===== src/design/tcc_pkg.sv =====
// Shared types and constants of the theremin capture conditioner.
// Used by the configuration registers, the controller, the datapath and the top level.
// Depends on nothing else.
package tcc_pkg;

  localparam int CAPTURE_BITS = 16;
  localparam int AVG_W        = CAPTURE_BITS + 1;
  localparam int MAX_W        = (CAPTURE_BITS > 16) ? CAPTURE_BITS : 16;
  localparam int LIN_W        = MAX_W + 2;

  localparam logic [CAPTURE_BITS-1:0] CAP_MAX = '1;

  localparam int PITCH_OFS     = 2048;
  localparam int PITCH_MAX     = 16383;
  localparam int VOL_FLOOR_RAW = 5000;
  localparam int VOL_MAX       = 4095;
  localparam int VOL_POT_OFS   = 1024;
  localparam int LOG_OCT       = 819;
  localparam int LOG_KNEE      = 512;
  localparam int LOG_BIAS      = 48;
  localparam int LOG_NORM_MAX  = 1023;

  localparam logic [CAPTURE_BITS-1:0] VOL_FLOOR =
    (CAPTURE_BITS >= 13) ? CAPTURE_BITS'(VOL_FLOOR_RAW) : CAP_MAX;

  localparam int CFG_IDX_W = 3;
  localparam int CFG_DAT_W = 16;

  localparam logic [CFG_IDX_W-1:0] REG_PITCH_BASE  = 3'd0;
  localparam logic [CFG_IDX_W-1:0] REG_VOLUME_BASE = 3'd1;
  localparam logic [CFG_IDX_W-1:0] REG_CV_MODE     = 3'd2;
  localparam logic [CFG_IDX_W-1:0] REG_GATE_ON     = 3'd3;
  localparam logic [CFG_IDX_W-1:0] REG_GATE_OFF    = 3'd4;

  localparam logic [1:0] CV_OFF    = 2'd0;
  localparam logic [1:0] CV_LINEAR = 2'd1;
  localparam logic [1:0] CV_LOG    = 2'd2;

  localparam logic [6:0] GATE_ON_RESET  = 7'd64;
  localparam logic [6:0] GATE_OFF_RESET = 7'd32;

  typedef struct packed {
    logic [15:0] pitch_base;
    logic [15:0] volume_base;
    logic [1:0]  cv_mode;
    logic [6:0]  gate_on_level;
    logic [6:0]  gate_off_level;
  } cfg_t;

  typedef struct packed {
    logic load_in;
    logic upd_avg;
    logic calc_lin;
    logic norm_step;
    logic load_out;
  } dp_cmd_t;

  typedef struct packed {
    logic repeat_hit;
    logic norm_more;
  } dp_sts_t;

endpackage


===== src/design/tcc_cfg_regs.sv =====
// Configuration register file of the theremin capture conditioner.
// Depends on tcc_pkg for register indexes, reset values and the cfg_t bundle.
module tcc_cfg_regs (
  input  logic                          clk,
  input  logic                          rst_n,
  input  logic                          cfg_valid,
  output logic                          cfg_ready,
  input  logic [tcc_pkg::CFG_IDX_W-1:0] cfg_index,
  input  logic [tcc_pkg::CFG_DAT_W-1:0] cfg_data,
  output tcc_pkg::cfg_t                 cfg
);
  import tcc_pkg::*;

  cfg_t cfg_r;

  assign cfg_ready = 1'b1;
  assign cfg       = cfg_r;

  always_ff @(posedge clk) begin
    if (!rst_n) begin
      cfg_r.pitch_base     <= '0;
      cfg_r.volume_base    <= '0;
      cfg_r.cv_mode        <= CV_OFF;
      cfg_r.gate_on_level  <= GATE_ON_RESET;
      cfg_r.gate_off_level <= GATE_OFF_RESET;
    end else if (cfg_valid) begin
      unique case (cfg_index)
        REG_PITCH_BASE:  cfg_r.pitch_base     <= cfg_data;
        REG_VOLUME_BASE: cfg_r.volume_base    <= cfg_data;
        REG_CV_MODE:     cfg_r.cv_mode        <= cfg_data[1:0];
        REG_GATE_ON:     cfg_r.gate_on_level  <= cfg_data[6:0];
        REG_GATE_OFF:    cfg_r.gate_off_level <= cfg_data[6:0];
        default: ;
      endcase
    end
  end

endmodule


===== src/design/tcc_ctrl.sv =====
// Controller state machine of the theremin capture conditioner.
// Sequences the datapath through averaging, linearization, log normalization and output.
// Depends on tcc_pkg for the command and status bundles.
module tcc_ctrl (
  input  logic             clk,
  input  logic             rst_n,
  input  logic             in_valid,
  output logic             in_stall,
  output logic             out_valid,
  input  logic             out_stall,
  output tcc_pkg::dp_cmd_t cmd,
  input  tcc_pkg::dp_sts_t sts
);
  import tcc_pkg::*;

  typedef enum logic [2:0] {S_IDLE, S_AVG, S_LIN, S_NORM, S_DONE} state_t;

  state_t state_r, state_nxt;
  logic   out_valid_r, out_valid_nxt;
  logic   out_free;

  assign in_stall  = (state_r != S_IDLE);
  assign out_valid = out_valid_r;
  assign out_free  = !out_valid_r || !out_stall;

  always_comb begin
    cmd           = '0;
    state_nxt     = state_r;
    out_valid_nxt = out_valid_r && out_stall;
    unique case (state_r)
      S_IDLE: begin
        if (in_valid) begin
          cmd.load_in = 1'b1;
          state_nxt   = S_AVG;
        end
      end
      S_AVG: begin
        if (sts.repeat_hit) begin
          state_nxt = S_IDLE;
        end else begin
          cmd.upd_avg = 1'b1;
          state_nxt   = S_LIN;
        end
      end
      S_LIN: begin
        cmd.calc_lin = 1'b1;
        state_nxt    = S_NORM;
      end
      S_NORM: begin
        if (sts.norm_more) begin
          cmd.norm_step = 1'b1;
        end else begin
          state_nxt = S_DONE;
        end
      end
      S_DONE: begin
        if (out_free) begin
          cmd.load_out  = 1'b1;
          out_valid_nxt = 1'b1;
          state_nxt     = S_IDLE;
        end
      end
      default: state_nxt = S_IDLE;
    endcase
  end

  always_ff @(posedge clk) begin
    if (!rst_n) begin
      state_r     <= S_IDLE;
      out_valid_r <= 1'b0;
    end else begin
      state_r     <= state_nxt;
      out_valid_r <= out_valid_nxt;
    end
  end

  a_no_overwrite: assert property (@(posedge clk) disable iff (!rst_n)
    cmd.load_out |-> !(out_valid_r && out_stall))
    else $error("result loaded over a stalled result");

  a_accept_to_avg: assert property (@(posedge clk) disable iff (!rst_n)
    (in_valid && !in_stall) |=> (state_r == S_AVG))
    else $error("accepted transaction did not start averaging");

  a_norm_exit: assert property (@(posedge clk) disable iff (!rst_n)
    (state_r == S_NORM && !sts.norm_more) |=> (state_r == S_DONE))
    else $error("normalization did not finish");

  a_valid_from_done: assert property (@(posedge clk) disable iff (!rst_n)
    $rose(out_valid_r) |-> ($past(state_r) == S_DONE))
    else $error("result raised outside the output state");

endmodule


===== src/design/tcc_datapath.sv =====
// Datapath of the theremin capture conditioner: averages, linearization, clamp,
// log normalization, gate hysteresis and the result register.
// Depends on tcc_pkg; driven by tcc_ctrl through dp_cmd_t and dp_sts_t.
module tcc_datapath (
  input  logic             clk,
  input  logic             rst_n,
  input  tcc_pkg::cfg_t    cfg,
  input  tcc_pkg::dp_cmd_t cmd,
  output tcc_pkg::dp_sts_t sts,
  input  logic             in_func,
  input  logic [15:0]      in_capture,
  input  logic [9:0]       in_pitch_pot,
  input  logic [9:0]       in_volume_pot,
  input  logic [1:0]       in_octave_shift,
  input  logic             in_audio_on,
  output logic             out_kind,
  output logic [13:0]      out_linear_value,
  output logic [13:0]      out_wave_step,
  output logic             out_step_valid,
  output logic [11:0]      out_cv_value,
  output logic             out_cv_valid,
  output logic [15:0]      out_volume_level,
  output logic             out_gate
);
  import tcc_pkg::*;

  logic                    func_r;
  logic [CAPTURE_BITS-1:0] cap_r;
  logic [9:0]              ppot_r, vpot_r;
  logic [1:0]              shift_r;
  logic                    audio_r;

  logic [CAPTURE_BITS-1:0] pitch_avg_r, pitch_avg_nxt;
  logic [CAPTURE_BITS-1:0] vol_avg_r, vol_avg_nxt;
  logic [CAPTURE_BITS-1:0] last_vol_r, last_vol_nxt;
  logic                    seen_r, seen_nxt;
  logic                    gate_r, gate_nxt;

  logic [13:0] lin_r, lin_nxt;
  logic [13:0] norm_t_r, norm_t_nxt;
  logic [11:0] oct_r, oct_nxt;

  logic                    kind_r, step_ok_r, cv_ok_r, gate_out_r;
  logic [13:0]             lin_out_r, step_r;
  logic [11:0]             cv_r;
  logic [15:0]             level_r;

  logic [CAPTURE_BITS-1:0] avg_sel, x_sel, new_avg;
  logic signed [AVG_W-1:0] s_diff, s_q;
  logic signed [LIN_W-1:0] p_sum, v_diff, v_adj, v_half, v_sum;
  logic [13:0]             p_lin, v_lin;
  logic                    cv_on;
  logic [9:0]              t10;
  logic [8:0]              knee;
  logic [18:0]             prod;
  logic signed [13:0]      log_r;
  logic [11:0]             log_cv;
  logic [7:0]              t8;
  logic [15:0]             level;
  logic [6:0]              half7;
  logic                    step_ok, cv_ok;
  logic [11:0]             cv;

  assign sts.repeat_hit = func_r && seen_r && (cap_r == last_vol_r);
  assign sts.norm_more  = (norm_t_r > 14'(LOG_NORM_MAX));

  assign cv_on = (cfg.cv_mode == CV_LINEAR) || (cfg.cv_mode == CV_LOG);

  always_comb begin
    avg_sel = func_r ? vol_avg_r : pitch_avg_r;
    x_sel   = cap_r;
    if (func_r && (cap_r < VOL_FLOOR)) begin
      x_sel = VOL_FLOOR;
    end
    s_diff  = signed'(AVG_W'(x_sel)) - signed'(AVG_W'(avg_sel));
    s_q     = s_diff >>> 2;
    new_avg = CAPTURE_BITS'(signed'(AVG_W'(avg_sel)) + s_q);
  end

  always_comb begin
    p_sum = signed'(LIN_W'(cfg.pitch_base)) - signed'(LIN_W'(pitch_avg_r))
          + signed'(LIN_W'(PITCH_OFS)) - signed'(LIN_W'({ppot_r, 2'b00}));
    if (p_sum < 0) begin
      p_lin = '0;
    end else if (p_sum > signed'(LIN_W'(PITCH_MAX))) begin
      p_lin = 14'(PITCH_MAX);
    end else begin
      p_lin = p_sum[13:0];
    end

    v_diff = signed'(LIN_W'(cfg.volume_base)) - signed'(LIN_W'(vol_avg_r));
    v_adj  = v_diff + signed'(LIN_W'(v_diff[LIN_W-1]));
    v_half = v_adj >>> 1;
    v_sum  = signed'(LIN_W'(VOL_MAX)) - v_half + signed'(LIN_W'({vpot_r, 2'b00}))
           - signed'(LIN_W'(VOL_POT_OFS));
    if (v_sum < 0) begin
      v_lin = '0;
    end else if (v_sum > signed'(LIN_W'(VOL_MAX))) begin
      v_lin = 14'(VOL_MAX);
    end else begin
      v_lin = v_sum[13:0];
    end
  end

  always_comb begin
    t10    = norm_t_r[9:0];
    knee   = (t10 > 10'(LOG_KNEE)) ? 9'(t10 - 10'(LOG_KNEE)) : 9'd0;
    prod   = 19'(knee) * 19'(LOG_OCT);
    log_r  = signed'(14'(oct_r)) + signed'(14'(prod[18:9])) - signed'(14'(LOG_BIAS));
    log_cv = (log_r < 0) ? 12'd0 : log_r[11:0];

    t8     = lin_r[11:4];
    level  = 16'(16'(t8) * (16'(t8) + 16'd2));
    half7  = t8[7:1];
  end

  always_comb begin
    pitch_avg_nxt = pitch_avg_r;
    vol_avg_nxt   = vol_avg_r;
    last_vol_nxt  = last_vol_r;
    seen_nxt      = seen_r;
    gate_nxt      = gate_r;
    lin_nxt       = lin_r;
    norm_t_nxt    = norm_t_r;
    oct_nxt       = oct_r;
    step_ok       = 1'b0;
    cv_ok         = 1'b0;
    cv            = '0;

    if (cmd.upd_avg) begin
      if (func_r) begin
        vol_avg_nxt  = new_avg;
        last_vol_nxt = cap_r;
        seen_nxt     = 1'b1;
      end else begin
        pitch_avg_nxt = new_avg;
      end
    end

    if (cmd.calc_lin) begin
      lin_nxt    = func_r ? v_lin : p_lin;
      norm_t_nxt = func_r ? v_lin : p_lin;
      oct_nxt    = '0;
    end

    if (cmd.norm_step) begin
      norm_t_nxt = norm_t_r >> 1;
      oct_nxt    = oct_r + 12'(LOG_OCT);
    end

    if (func_r) begin
      if (cv_on) begin
        cv    = lin_r[11:0];
        cv_ok = 1'b1;
        if (cmd.load_out) begin
          if (!gate_r && (half7 >= cfg.gate_on_level)) begin
            gate_nxt = 1'b1;
          end else if (gate_r && (half7 <= cfg.gate_off_level)) begin
            gate_nxt = 1'b0;
          end
        end
      end
    end else if (audio_r) begin
      step_ok = 1'b1;
      if (cv_on && (MAX_W'(lin_r) != MAX_W'(cap_r))) begin
        cv_ok = 1'b1;
        cv    = (cfg.cv_mode == CV_LINEAR) ? lin_r[13:2] : log_cv;
      end
    end
  end

  always_ff @(posedge clk) begin
    if (!rst_n) begin
      pitch_avg_r <= '0;
      vol_avg_r   <= '0;
      last_vol_r  <= '0;
      seen_r      <= 1'b0;
      gate_r      <= 1'b0;
    end else begin
      pitch_avg_r <= pitch_avg_nxt;
      vol_avg_r   <= vol_avg_nxt;
      last_vol_r  <= last_vol_nxt;
      seen_r      <= seen_nxt;
      gate_r      <= gate_nxt;
    end
  end

  always_ff @(posedge clk) begin
    if (cmd.load_in) begin
      func_r  <= in_func;
      cap_r   <= CAPTURE_BITS'(in_capture);
      ppot_r  <= in_pitch_pot;
      vpot_r  <= in_volume_pot;
      shift_r <= in_octave_shift;
      audio_r <= in_audio_on;
    end
    lin_r    <= lin_nxt;
    norm_t_r <= norm_t_nxt;
    oct_r    <= oct_nxt;
    if (cmd.load_out) begin
      kind_r     <= func_r;
      lin_out_r  <= lin_r;
      step_r     <= step_ok ? (lin_r >> shift_r) : 14'd0;
      step_ok_r  <= step_ok;
      cv_r       <= cv;
      cv_ok_r    <= cv_ok;
      level_r    <= (func_r && audio_r) ? level : 16'd0;
      gate_out_r <= gate_nxt;
    end
  end

  assign out_kind         = kind_r;
  assign out_linear_value = lin_out_r;
  assign out_wave_step    = step_r;
  assign out_step_valid   = step_ok_r;
  assign out_cv_value     = cv_r;
  assign out_cv_valid     = cv_ok_r;
  assign out_volume_level = level_r;
  assign out_gate         = gate_out_r;

endmodule


===== src/design/theremin_capture_conditioner.sv =====
// Theremin capture conditioner: a transaction is accepted only while the controller is idle.
// An accepted transaction passes through the averaging, linearization, log normalization
// (one octave shift per step, 0 to 4 shifts) and output states; the output state waits while
// a result is stalled; a repeated volume capture returns to idle with no result. Synchronous
// active-low reset clears averages, gate and volume history and resets config registers.
// Depends on tcc_pkg, tcc_cfg_regs, tcc_ctrl and tcc_datapath.
module theremin_capture_conditioner (
  input  logic                          clk,
  input  logic                          rst_n,
  input  logic                          in_valid,
  output logic                          in_stall,
  input  logic                          in_func,
  input  logic [15:0]                   in_capture,
  input  logic [9:0]                    in_pitch_pot,
  input  logic [9:0]                    in_volume_pot,
  input  logic [1:0]                    in_octave_shift,
  input  logic                          in_audio_on,
  output logic                          out_valid,
  input  logic                          out_stall,
  output logic                          out_kind,
  output logic [13:0]                   out_linear_value,
  output logic [13:0]                   out_wave_step,
  output logic                          out_step_valid,
  output logic [11:0]                   out_cv_value,
  output logic                          out_cv_valid,
  output logic [15:0]                   out_volume_level,
  output logic                          out_gate,
  input  logic                          cfg_valid,
  output logic                          cfg_ready,
  input  logic [tcc_pkg::CFG_IDX_W-1:0] cfg_index,
  input  logic [tcc_pkg::CFG_DAT_W-1:0] cfg_data
);
  import tcc_pkg::*;

  cfg_t    cfg;
  dp_cmd_t cmd;
  dp_sts_t sts;

  tcc_cfg_regs u_cfg (
    .clk       (clk),
    .rst_n     (rst_n),
    .cfg_valid (cfg_valid),
    .cfg_ready (cfg_ready),
    .cfg_index (cfg_index),
    .cfg_data  (cfg_data),
    .cfg       (cfg)
  );

  tcc_ctrl u_ctrl (
    .clk       (clk),
    .rst_n     (rst_n),
    .in_valid  (in_valid),
    .in_stall  (in_stall),
    .out_valid (out_valid),
    .out_stall (out_stall),
    .cmd       (cmd),
    .sts       (sts)
  );

  tcc_datapath u_dp (
    .clk              (clk),
    .rst_n            (rst_n),
    .cfg              (cfg),
    .cmd              (cmd),
    .sts              (sts),
    .in_func          (in_func),
    .in_capture       (in_capture),
    .in_pitch_pot     (in_pitch_pot),
    .in_volume_pot    (in_volume_pot),
    .in_octave_shift  (in_octave_shift),
    .in_audio_on      (in_audio_on),
    .out_kind         (out_kind),
    .out_linear_value (out_linear_value),
    .out_wave_step    (out_wave_step),
    .out_step_valid   (out_step_valid),
    .out_cv_value     (out_cv_value),
    .out_cv_valid     (out_cv_valid),
    .out_volume_level (out_volume_level),
    .out_gate         (out_gate)
  );

endmodule


===== config.mk =====
export PLATFORM = sky130hd
export DESIGN_NAME = theremin_capture_conditioner
export DESIGN_NICKNAME = d
export VERILOG_FILES = /design/src/design/tcc_pkg.sv /design/src/design/tcc_cfg_regs.sv /design/src/design/tcc_ctrl.sv /design/src/design/tcc_datapath.sv /design/src/design/theremin_capture_conditioner.sv
export SDC_FILE = /design/constraint.sdc
export NUM_CORES = 1
export LEC_CHECK = 0
export ABC_AREA = 1
export BUFFER_PORTS_ARGS = -buffer_cell sky130_fd_sc_hd__buf_2
export CAP_MARGIN = 20
export CORE_UTILIZATION = 25
export CTS_CLUSTER_DIAMETER = 120
export DETAILED_ROUTE_END_ITERATION = 8
export PLACE_DENSITY = 0.39
export SLEW_MARGIN = 20
export SYNTH_ARGS = -nofsm -noshare
export SYNTH_HDL_FRONTEND = slang
export SYNTH_SLANG_ARGS = --single-unit

===== constraint.sdc =====
create_clock -name clk -period 9.15 [get_ports clk]
set_input_delay 0.4575 -clock clk [delete_from_list [all_inputs] [get_ports clk]]
set_output_delay 0.4575 -clock clk [all_outputs]
set_load 0.05 [all_outputs]

### After elaboration in Yosys (flattened, before gate mapping)

Cells that the tools add are included.
Widths: inputs -> output; s select.

| storage, ports and cells | value |
|---|---|
| bits of input ports | 64 |
| output and inout port bits | 63 |
| word-level logic and storage cells | 144 |
| register bits | 242 |

| cells by class | value |
|---|---|
| $add $sub $neg | 15 |
| reduce and logical (&&, ||, !) cells | 25 |
| mux-type cells | 45 |
| bitwise logic cells | 1 |
| shift operators | 1 |
| $lt $le $gt $ge | 10 |
| multiply operators | 2 |
| equal/unequal tests | 15 |

Operators by type and width:

| kind | number |
|---|---|
| $mux 12 | 8 |
| $mux 14 | 5 |
| $sub 16x16->17 | 3 |
| $lt 18x1->1 const B | 2 |
| $mux 16 | 2 |
| $mux 13 | 2 |
| $mux 1 | 22 |
| $mul 9x10->19 const B | 1 |
| $add 17x2->18 | 1 |
| $add 18x13->18 | 1 |
| $add 18x13->18 const B | 1 |
| $gt 18x13->1 const B | 1 |
| $gt 18x15->1 const B | 1 |
| $sub 13x17->18 const A | 1 |
| $sub 18x12->18 const B | 1 |
| $sub 18x13->18 | 1 |
| $add 16x15->16 | 1 |
| $eq 16x16->1 | 1 |
| $lt 16x13->1 const B | 1 |
| $mul 8x16->16 | 1 |
| $ne 14x16->1 | 1 |
| $pmux 3 s5 | 1 |
| $gt 14x10->1 const B | 1 |
| $lt 14x1->1 const B | 1 |
| 28 further kinds | 53 |

### Logic depth before layout (Yosys ltp)

| depth | value |
|---|---|
| depth after elaboration | 11 |
| mapped depth | 39 |

### Cells and area by module

Synthesis repeated with hierarchy kept, for this count alone.

| unflattened totals | value |
|---|---|
| cell total of the unflattened synthesis | 2530 |
| area total of the unflattened synthesis | 19626.3 um^2 |

Modules (own cells, without submodules):

| module | seq. area each (um^2) | cells each | area an instance (um^2) | times used |
|---|---|---|---|---|
| tcc_datapath | 5195.0 | 2205 | 17365.4 | 1 |
| tcc_cfg_regs | 960.9 | 291 | 2037.0 | 1 |
| tcc_ctrl | 80.1 | 34 | 224.0 | 1 |

### Least setup slack after synthesis

OpenSTA, ideal clock, no wires.

| timing | value |
|---|---|
| path type | reg2reg |
| start point | register u_dp.norm_t_r[1] |
| end point | register u_dp.cv_r[10], in the netlist u_dp.out_cv_value[10] (data pin) |
| buffers on the path | 0 |
| arrival | 6.430 ns |
| required time | 8.885 ns |
| stages on the path, launching flop included | 33 |
| setup slack | 2.455 ns |
| cell sequence | edfxtp_1 > nor4_1 > nand4_1 > and2_1 > inv_1 > nor2_1 > ha_1 > inv_1 > fa_1 > fa_1 > inv_1 > fa_1 > ha_1 > nand2_1 > o41ai_1 > a21oi_1 > o21bai_1 > nand3_1 > o21bai_1 > a21oi_1 > xor2_1 > ha_1 > inv_1 > ha_1 > nand4_1 > o221ai_1 > a21o_1 > a21oi_1 > nand2_1 > nand2_1 > o21ai_0 > nand2_1 > o21ai_0 |

| between the ends | value |
|---|---|
| cells in the longest elaborated chain, start to end | 11 |
| elaborated cells on any way between the ends | 12 |
| those cells by class | 3 x add/sub; 1 x mul; 2 x order compare; 6 x mux |

Ends and longest elaborated chain:

| element | line | source |
|---|---|---|
| start: declaration | tcc_datapath.sv:40 | `logic [13:0] norm_t_r, norm_t_nxt;` |
| start signal: assignment | tcc_datapath.sv:198 | `norm_t_r <= norm_t_nxt;` |
| $sub 9x1->9 / $gt 10x10->1 (equally long branches) | tcc_datapath.sv:107 | `knee = (t10 > 10'(LOG_KNEE)) ? 9'(t10 - 10'(LOG_KNEE)) : 9'd0;` |
| $mux 9 (*) | tcc_datapath.sv:107 |  |
| $mul 9x10->19 (*) | tcc_datapath.sv:108 | `prod = 19'(knee) * 19'(LOG_OCT);` |
| $add 12x10->13 (*) | tcc_datapath.sv:109 | `log_r = signed'(14'(oct_r)) + signed'(14'(prod[18:9])) - signed'(14'(LOG_BIAS));` |
| $sub 13x6->14 (*) | tcc_datapath.sv:109 |  |
| $lt 14x1->1 | tcc_datapath.sv:110 | `log_cv = (log_r < 0) ? 12'd0 : log_r[11:0];` |
| $mux 12 (*) | tcc_datapath.sv:110 |  |
| $mux 12 (*) | tcc_datapath.sv:167 | `cv = (cfg.cv_mode == CV_LINEAR) ? lin_r[13:2] : log_cv;` |
| $mux 12 (*) | tcc_datapath.sv:165 | `if (cv_on && (MAX_W'(lin_r) != MAX_W'(cap_r))) begin` |
| $mux 12 (*) | tcc_datapath.sv:163 | `end else if (audio_r) begin` |
| $mux 12 (*) | tcc_datapath.sv:151 | `if (func_r) begin` |
| net u_dp.cv[10] | tcc_datapath.sv:62 | `logic [11:0] cv;` |
| end signal: assignment | tcc_datapath.sv:205 | `cv_r <= cv;` |
| end: declaration | tcc_datapath.sv:45 | `logic [11:0] cv_r;` |

Mark *: on every way through the listed nets, which the timed path passes. The rest lies on a longest branch.
A chain may end at the register's enable or synchronous reset.

### Worst setup path in the final report

Ends and elaborated chain as after synthesis.

==> summary.txt <==
Global route
  – All-Layer GR Usage: 0.151
  – Overflow after GRT: 0
  – Initial antenna violation count: 2
  – Largest net degree at the start of global routing: 69
  – First-pass GRT wire length: 90,600 µm
  – Vias in the first global route: 15,900

Synthesis
  – Async SR Flop Fraction: 0
  – Mux contribution to synthesized area: 0
  – Post-Synth Adder-Cell Area: 0.211
  – Flops & latches, synth: 242
  – Post-synthesis compound-gate area fraction: 0.134
  – Top cells by count, synth: nand2_1, inv_1, ha_1, nor2_1, a21oi_1
  – Yosys warning total: 0
  – Seq/Total Area, Yosys: 0.326
  – Largest family of logic cells by synthesized area: adder cells
  – Library cells used by synthesis: 54
  – Top-count cell post-synth: nand2_1
  – Area leader, netlist: edfxtp_1
  – Synth top area share: 0.218
  – Syn_nets: 2,760
  – Mapped Area: 0.0191 mm²
  – Xor/xnor share of the synthesized area: 0.0481
  – Post-synthesis cell count: 2,409
  – Simple-gate area share of the yosys netlist: 0.183
  – Predominant post-synthesis flop cell: edfxtp_1
  – Mapped Avg Cell Area: 7.94 µm²
  – Post-synth EDFFs: 139
  – Synth area leaders: edfxtp_1, ha_1, dfxtp_1

Timing
  – Tightest Pin Transition: 1.01 ns
  – Slew headroom: 0.324
  – Tmin final: 7.69 ns
  – RSZ-0062 raised after global routing: false
  – Final hold violations: 0
  – Setup TNS: 0 ns
  – Max frequency: 0.130 GHz
  – Fin crit share: 0.840
  – Fin. max-slew vios: 0
  – Clock skew: 0.0276 ns
  – Final Setup Violations: 0

Placement
  – Port Buffers: 125
  – DP HPWL: 46,300 µm
  – Final RePlAce weighted congestion: 0.819

CTS
  – Root Driver: clkbuf_16
  – Clk_lat worst skew: 0.56 ns
  – Clock slew at reported path FFs: 0.06 ns
  – Maximum clock path buffer count: 3
  – Post-CTS Hold Fix Bufs: 0
  – Postcts setup bufs: 0
  – CTS Buf Count: 34
  – CTS tree: yes
  – Cts repair resizes: 0
  – CTS sink cnt: 242
  – H-tree depth: 2

Critical path
  – Worst path required time: 9.52 ns
  – Startpoint types: register
  – CP endpoint kind: register
  – Worst-path fanout max: 6
  – Crit path to: u_dp.out_cv_value[10]
  – Worst Setup SP: u_dp.norm_t_r[1]
  – R2R depth: 33
  – Slowest stage delay, CP: 0.70 ns
  – CP Class: register to register
  – R2R Setup Slk: 1.46 ns
  – Slowest cell on the critical path: o41ai_1
  – CP most frequent cell: inv_1
  – Worst R2R Start: u_dp.norm_t_r[1]
  – Arr. time, crit path: 8.06 ns
  – Endpoint of the worst register-to-register path: u_dp.out_cv_value[10]

Route
  – WL met2: 26,700 µm
  – Pre-antenna DRT Iters: 6
  – Routed wire length: 58,000 µm
  – Wirelength per Cell: 16.4 µm
  – Drt first-iter violations: 792
  – Routed Antenna Nets: 0
  – Vias per inst: 4.49
  – Highest Signal Layer: met5
  – Met3 wire length: 2480 µm
  – WL met1: 27,400 µm
  – Vias: 15,900
  – # DRC: 0

Floorplanning
  – Die footprint: 0.0776 mm²
  – Initial Utilization: 0.252
  – Row count: 101
  – Height of the die: 279 µm
  – Die Wd: 279 µm
  – Core area: 0.0758 mm²
  – IO Count: 127

Final layout
  – Share of layout cells above drive strength 1: 0.103
  – FILL cells: 8,219
  – Nets@finish: 2,882
  – Area growth syn-to-layout: 15.3%

Outcome
  – Outcome: finished, final reports clean

Job
  – Count of max-cap constraint violations: 0

Min path
  – Worst hold path type: input pin to register
[layout make-up]
cell class / count / area, µm² / area share
repair buffers: 138 / 723 / 0.0328
clock inverters: 18 / 233 / 0.0106
flip-flops and latches: 242 / 6240 / 0.283
diodes: 1 / 2.50 / 0.000114
well taps: 978 / 1220 / 0.0555
clock buffers: 43 / 925 / 0.0420
inverters: 441 / 1660 / 0.0751
multi-input cells: 1674 / 11000 / 0.501
[routing by layer]
metal,global-route usage,vias to the layer above
li1,-,8123
met1,0.200,7380
met2,0.253,312
met3,0.0223,72
met4,0.0400,2
met5,0,-
[worst min path at each step]
stage	from	endpoint	slack [ns]	cells after the start
finish	in_capture[13]	u_dp.cap_r[13]	0.06	1
global route	in_capture[13]	u_dp.cap_r[13]	0.03	1
CTS	in_capture[13]	u_dp.cap_r[13]	0.02	1
detailed placement	u_cfg.cfg[15]	u_cfg.cfg[15]	0.46	2
global placement	u_cfg.cfg[15]	u_cfg.cfg[15]	0.45	2
floorplan	u_cfg.cfg[15]	u_cfg.cfg[15]	0.43	2
[stage by stage]
stage | hold WS, ns | cell area [µm²] | instances | setup WS [ns] | util
4_1_cts | 0.0200 | 22000 | 3534 | 1.42 | 0.291
2_1_floorplan | 0.433 | 19100 | 2409 | 2.45 | -
3_5_place_dp | 0.456 | 20900 | 3473 | 1.48 | 0.275
3_3_place_gp | 0.448 | 20900 | 3473 | 1.56 | 0.275
6_report | 0.0645 | 22000 | 3535 | 1.46 | 0.291
5_1_grt | 0.0335 | 22000 | 3534 | 0.634 | 0.291
[cells by family (layout without fill, tap and decap cells)]
logic type | Yosys count | in the layout
flops | 242 | 242
compound gates | 462 | 462
buf+inv | 493 | 640
xor+xnor | 105 | 105
other cells | 1 | 2
simple gates | 819 | 819
fa+ha+maj | 287 | 287
[flip-flops by register name, summed over array words and instances, names as in the netlist, 2 cells and up]
name	flops
u_dp.lin_r	14
u_dp.oct_r	12
u_dp.pitch_avg_r	16
u_dp.vpot_r	10
u_ctrl.state_r	3
u_cfg.cfg	48
u_dp.out_linear_value	14
u_dp.ppot_r	10
u_dp.out_volume_level	16
u_dp.out_cv_value	12
u_dp.shift_r	2
u_dp.vol_avg_r	16
u_dp.cap_r	16
u_dp.norm_t_r	14
u_dp.out_wave_step	14
u_dp.last_vol_r	16
[worst max-delay path, delay by kind of cell (launching register included)]
| kind | cells | cell delay [ns] |
|---|---|---|
| AO/OA/AOI/OAI | 9 | 2.44 |
| AND/OR/NAND/NOR | 10 | 1.47 |
| flip-flops | 1 | 0.41 |
| buffers and inverters | 6 | 0.41 |
| XOR/XNOR | 1 | 0.07 |
| adder cells (fa/ha/maj) | 7 | 2.68 |
[layout by cell type (no fill, tap or decap), types with 34 or more instances in the layout]
cell type,n
inv_1,425
clkbuf_16,34
o21ai_0,173
nand2_1,442
xor2_1,80
ha_1,227
nand3_1,63
buf_2,125
dfxtp_1,103
fa_1,60
a21oi_1,177
nor2_1,200
edfxtp_1,139
Power is left out: the tool's default activity adds up to more than one toggle a clock period on the data nets, which glitch-free logic cannot reach.
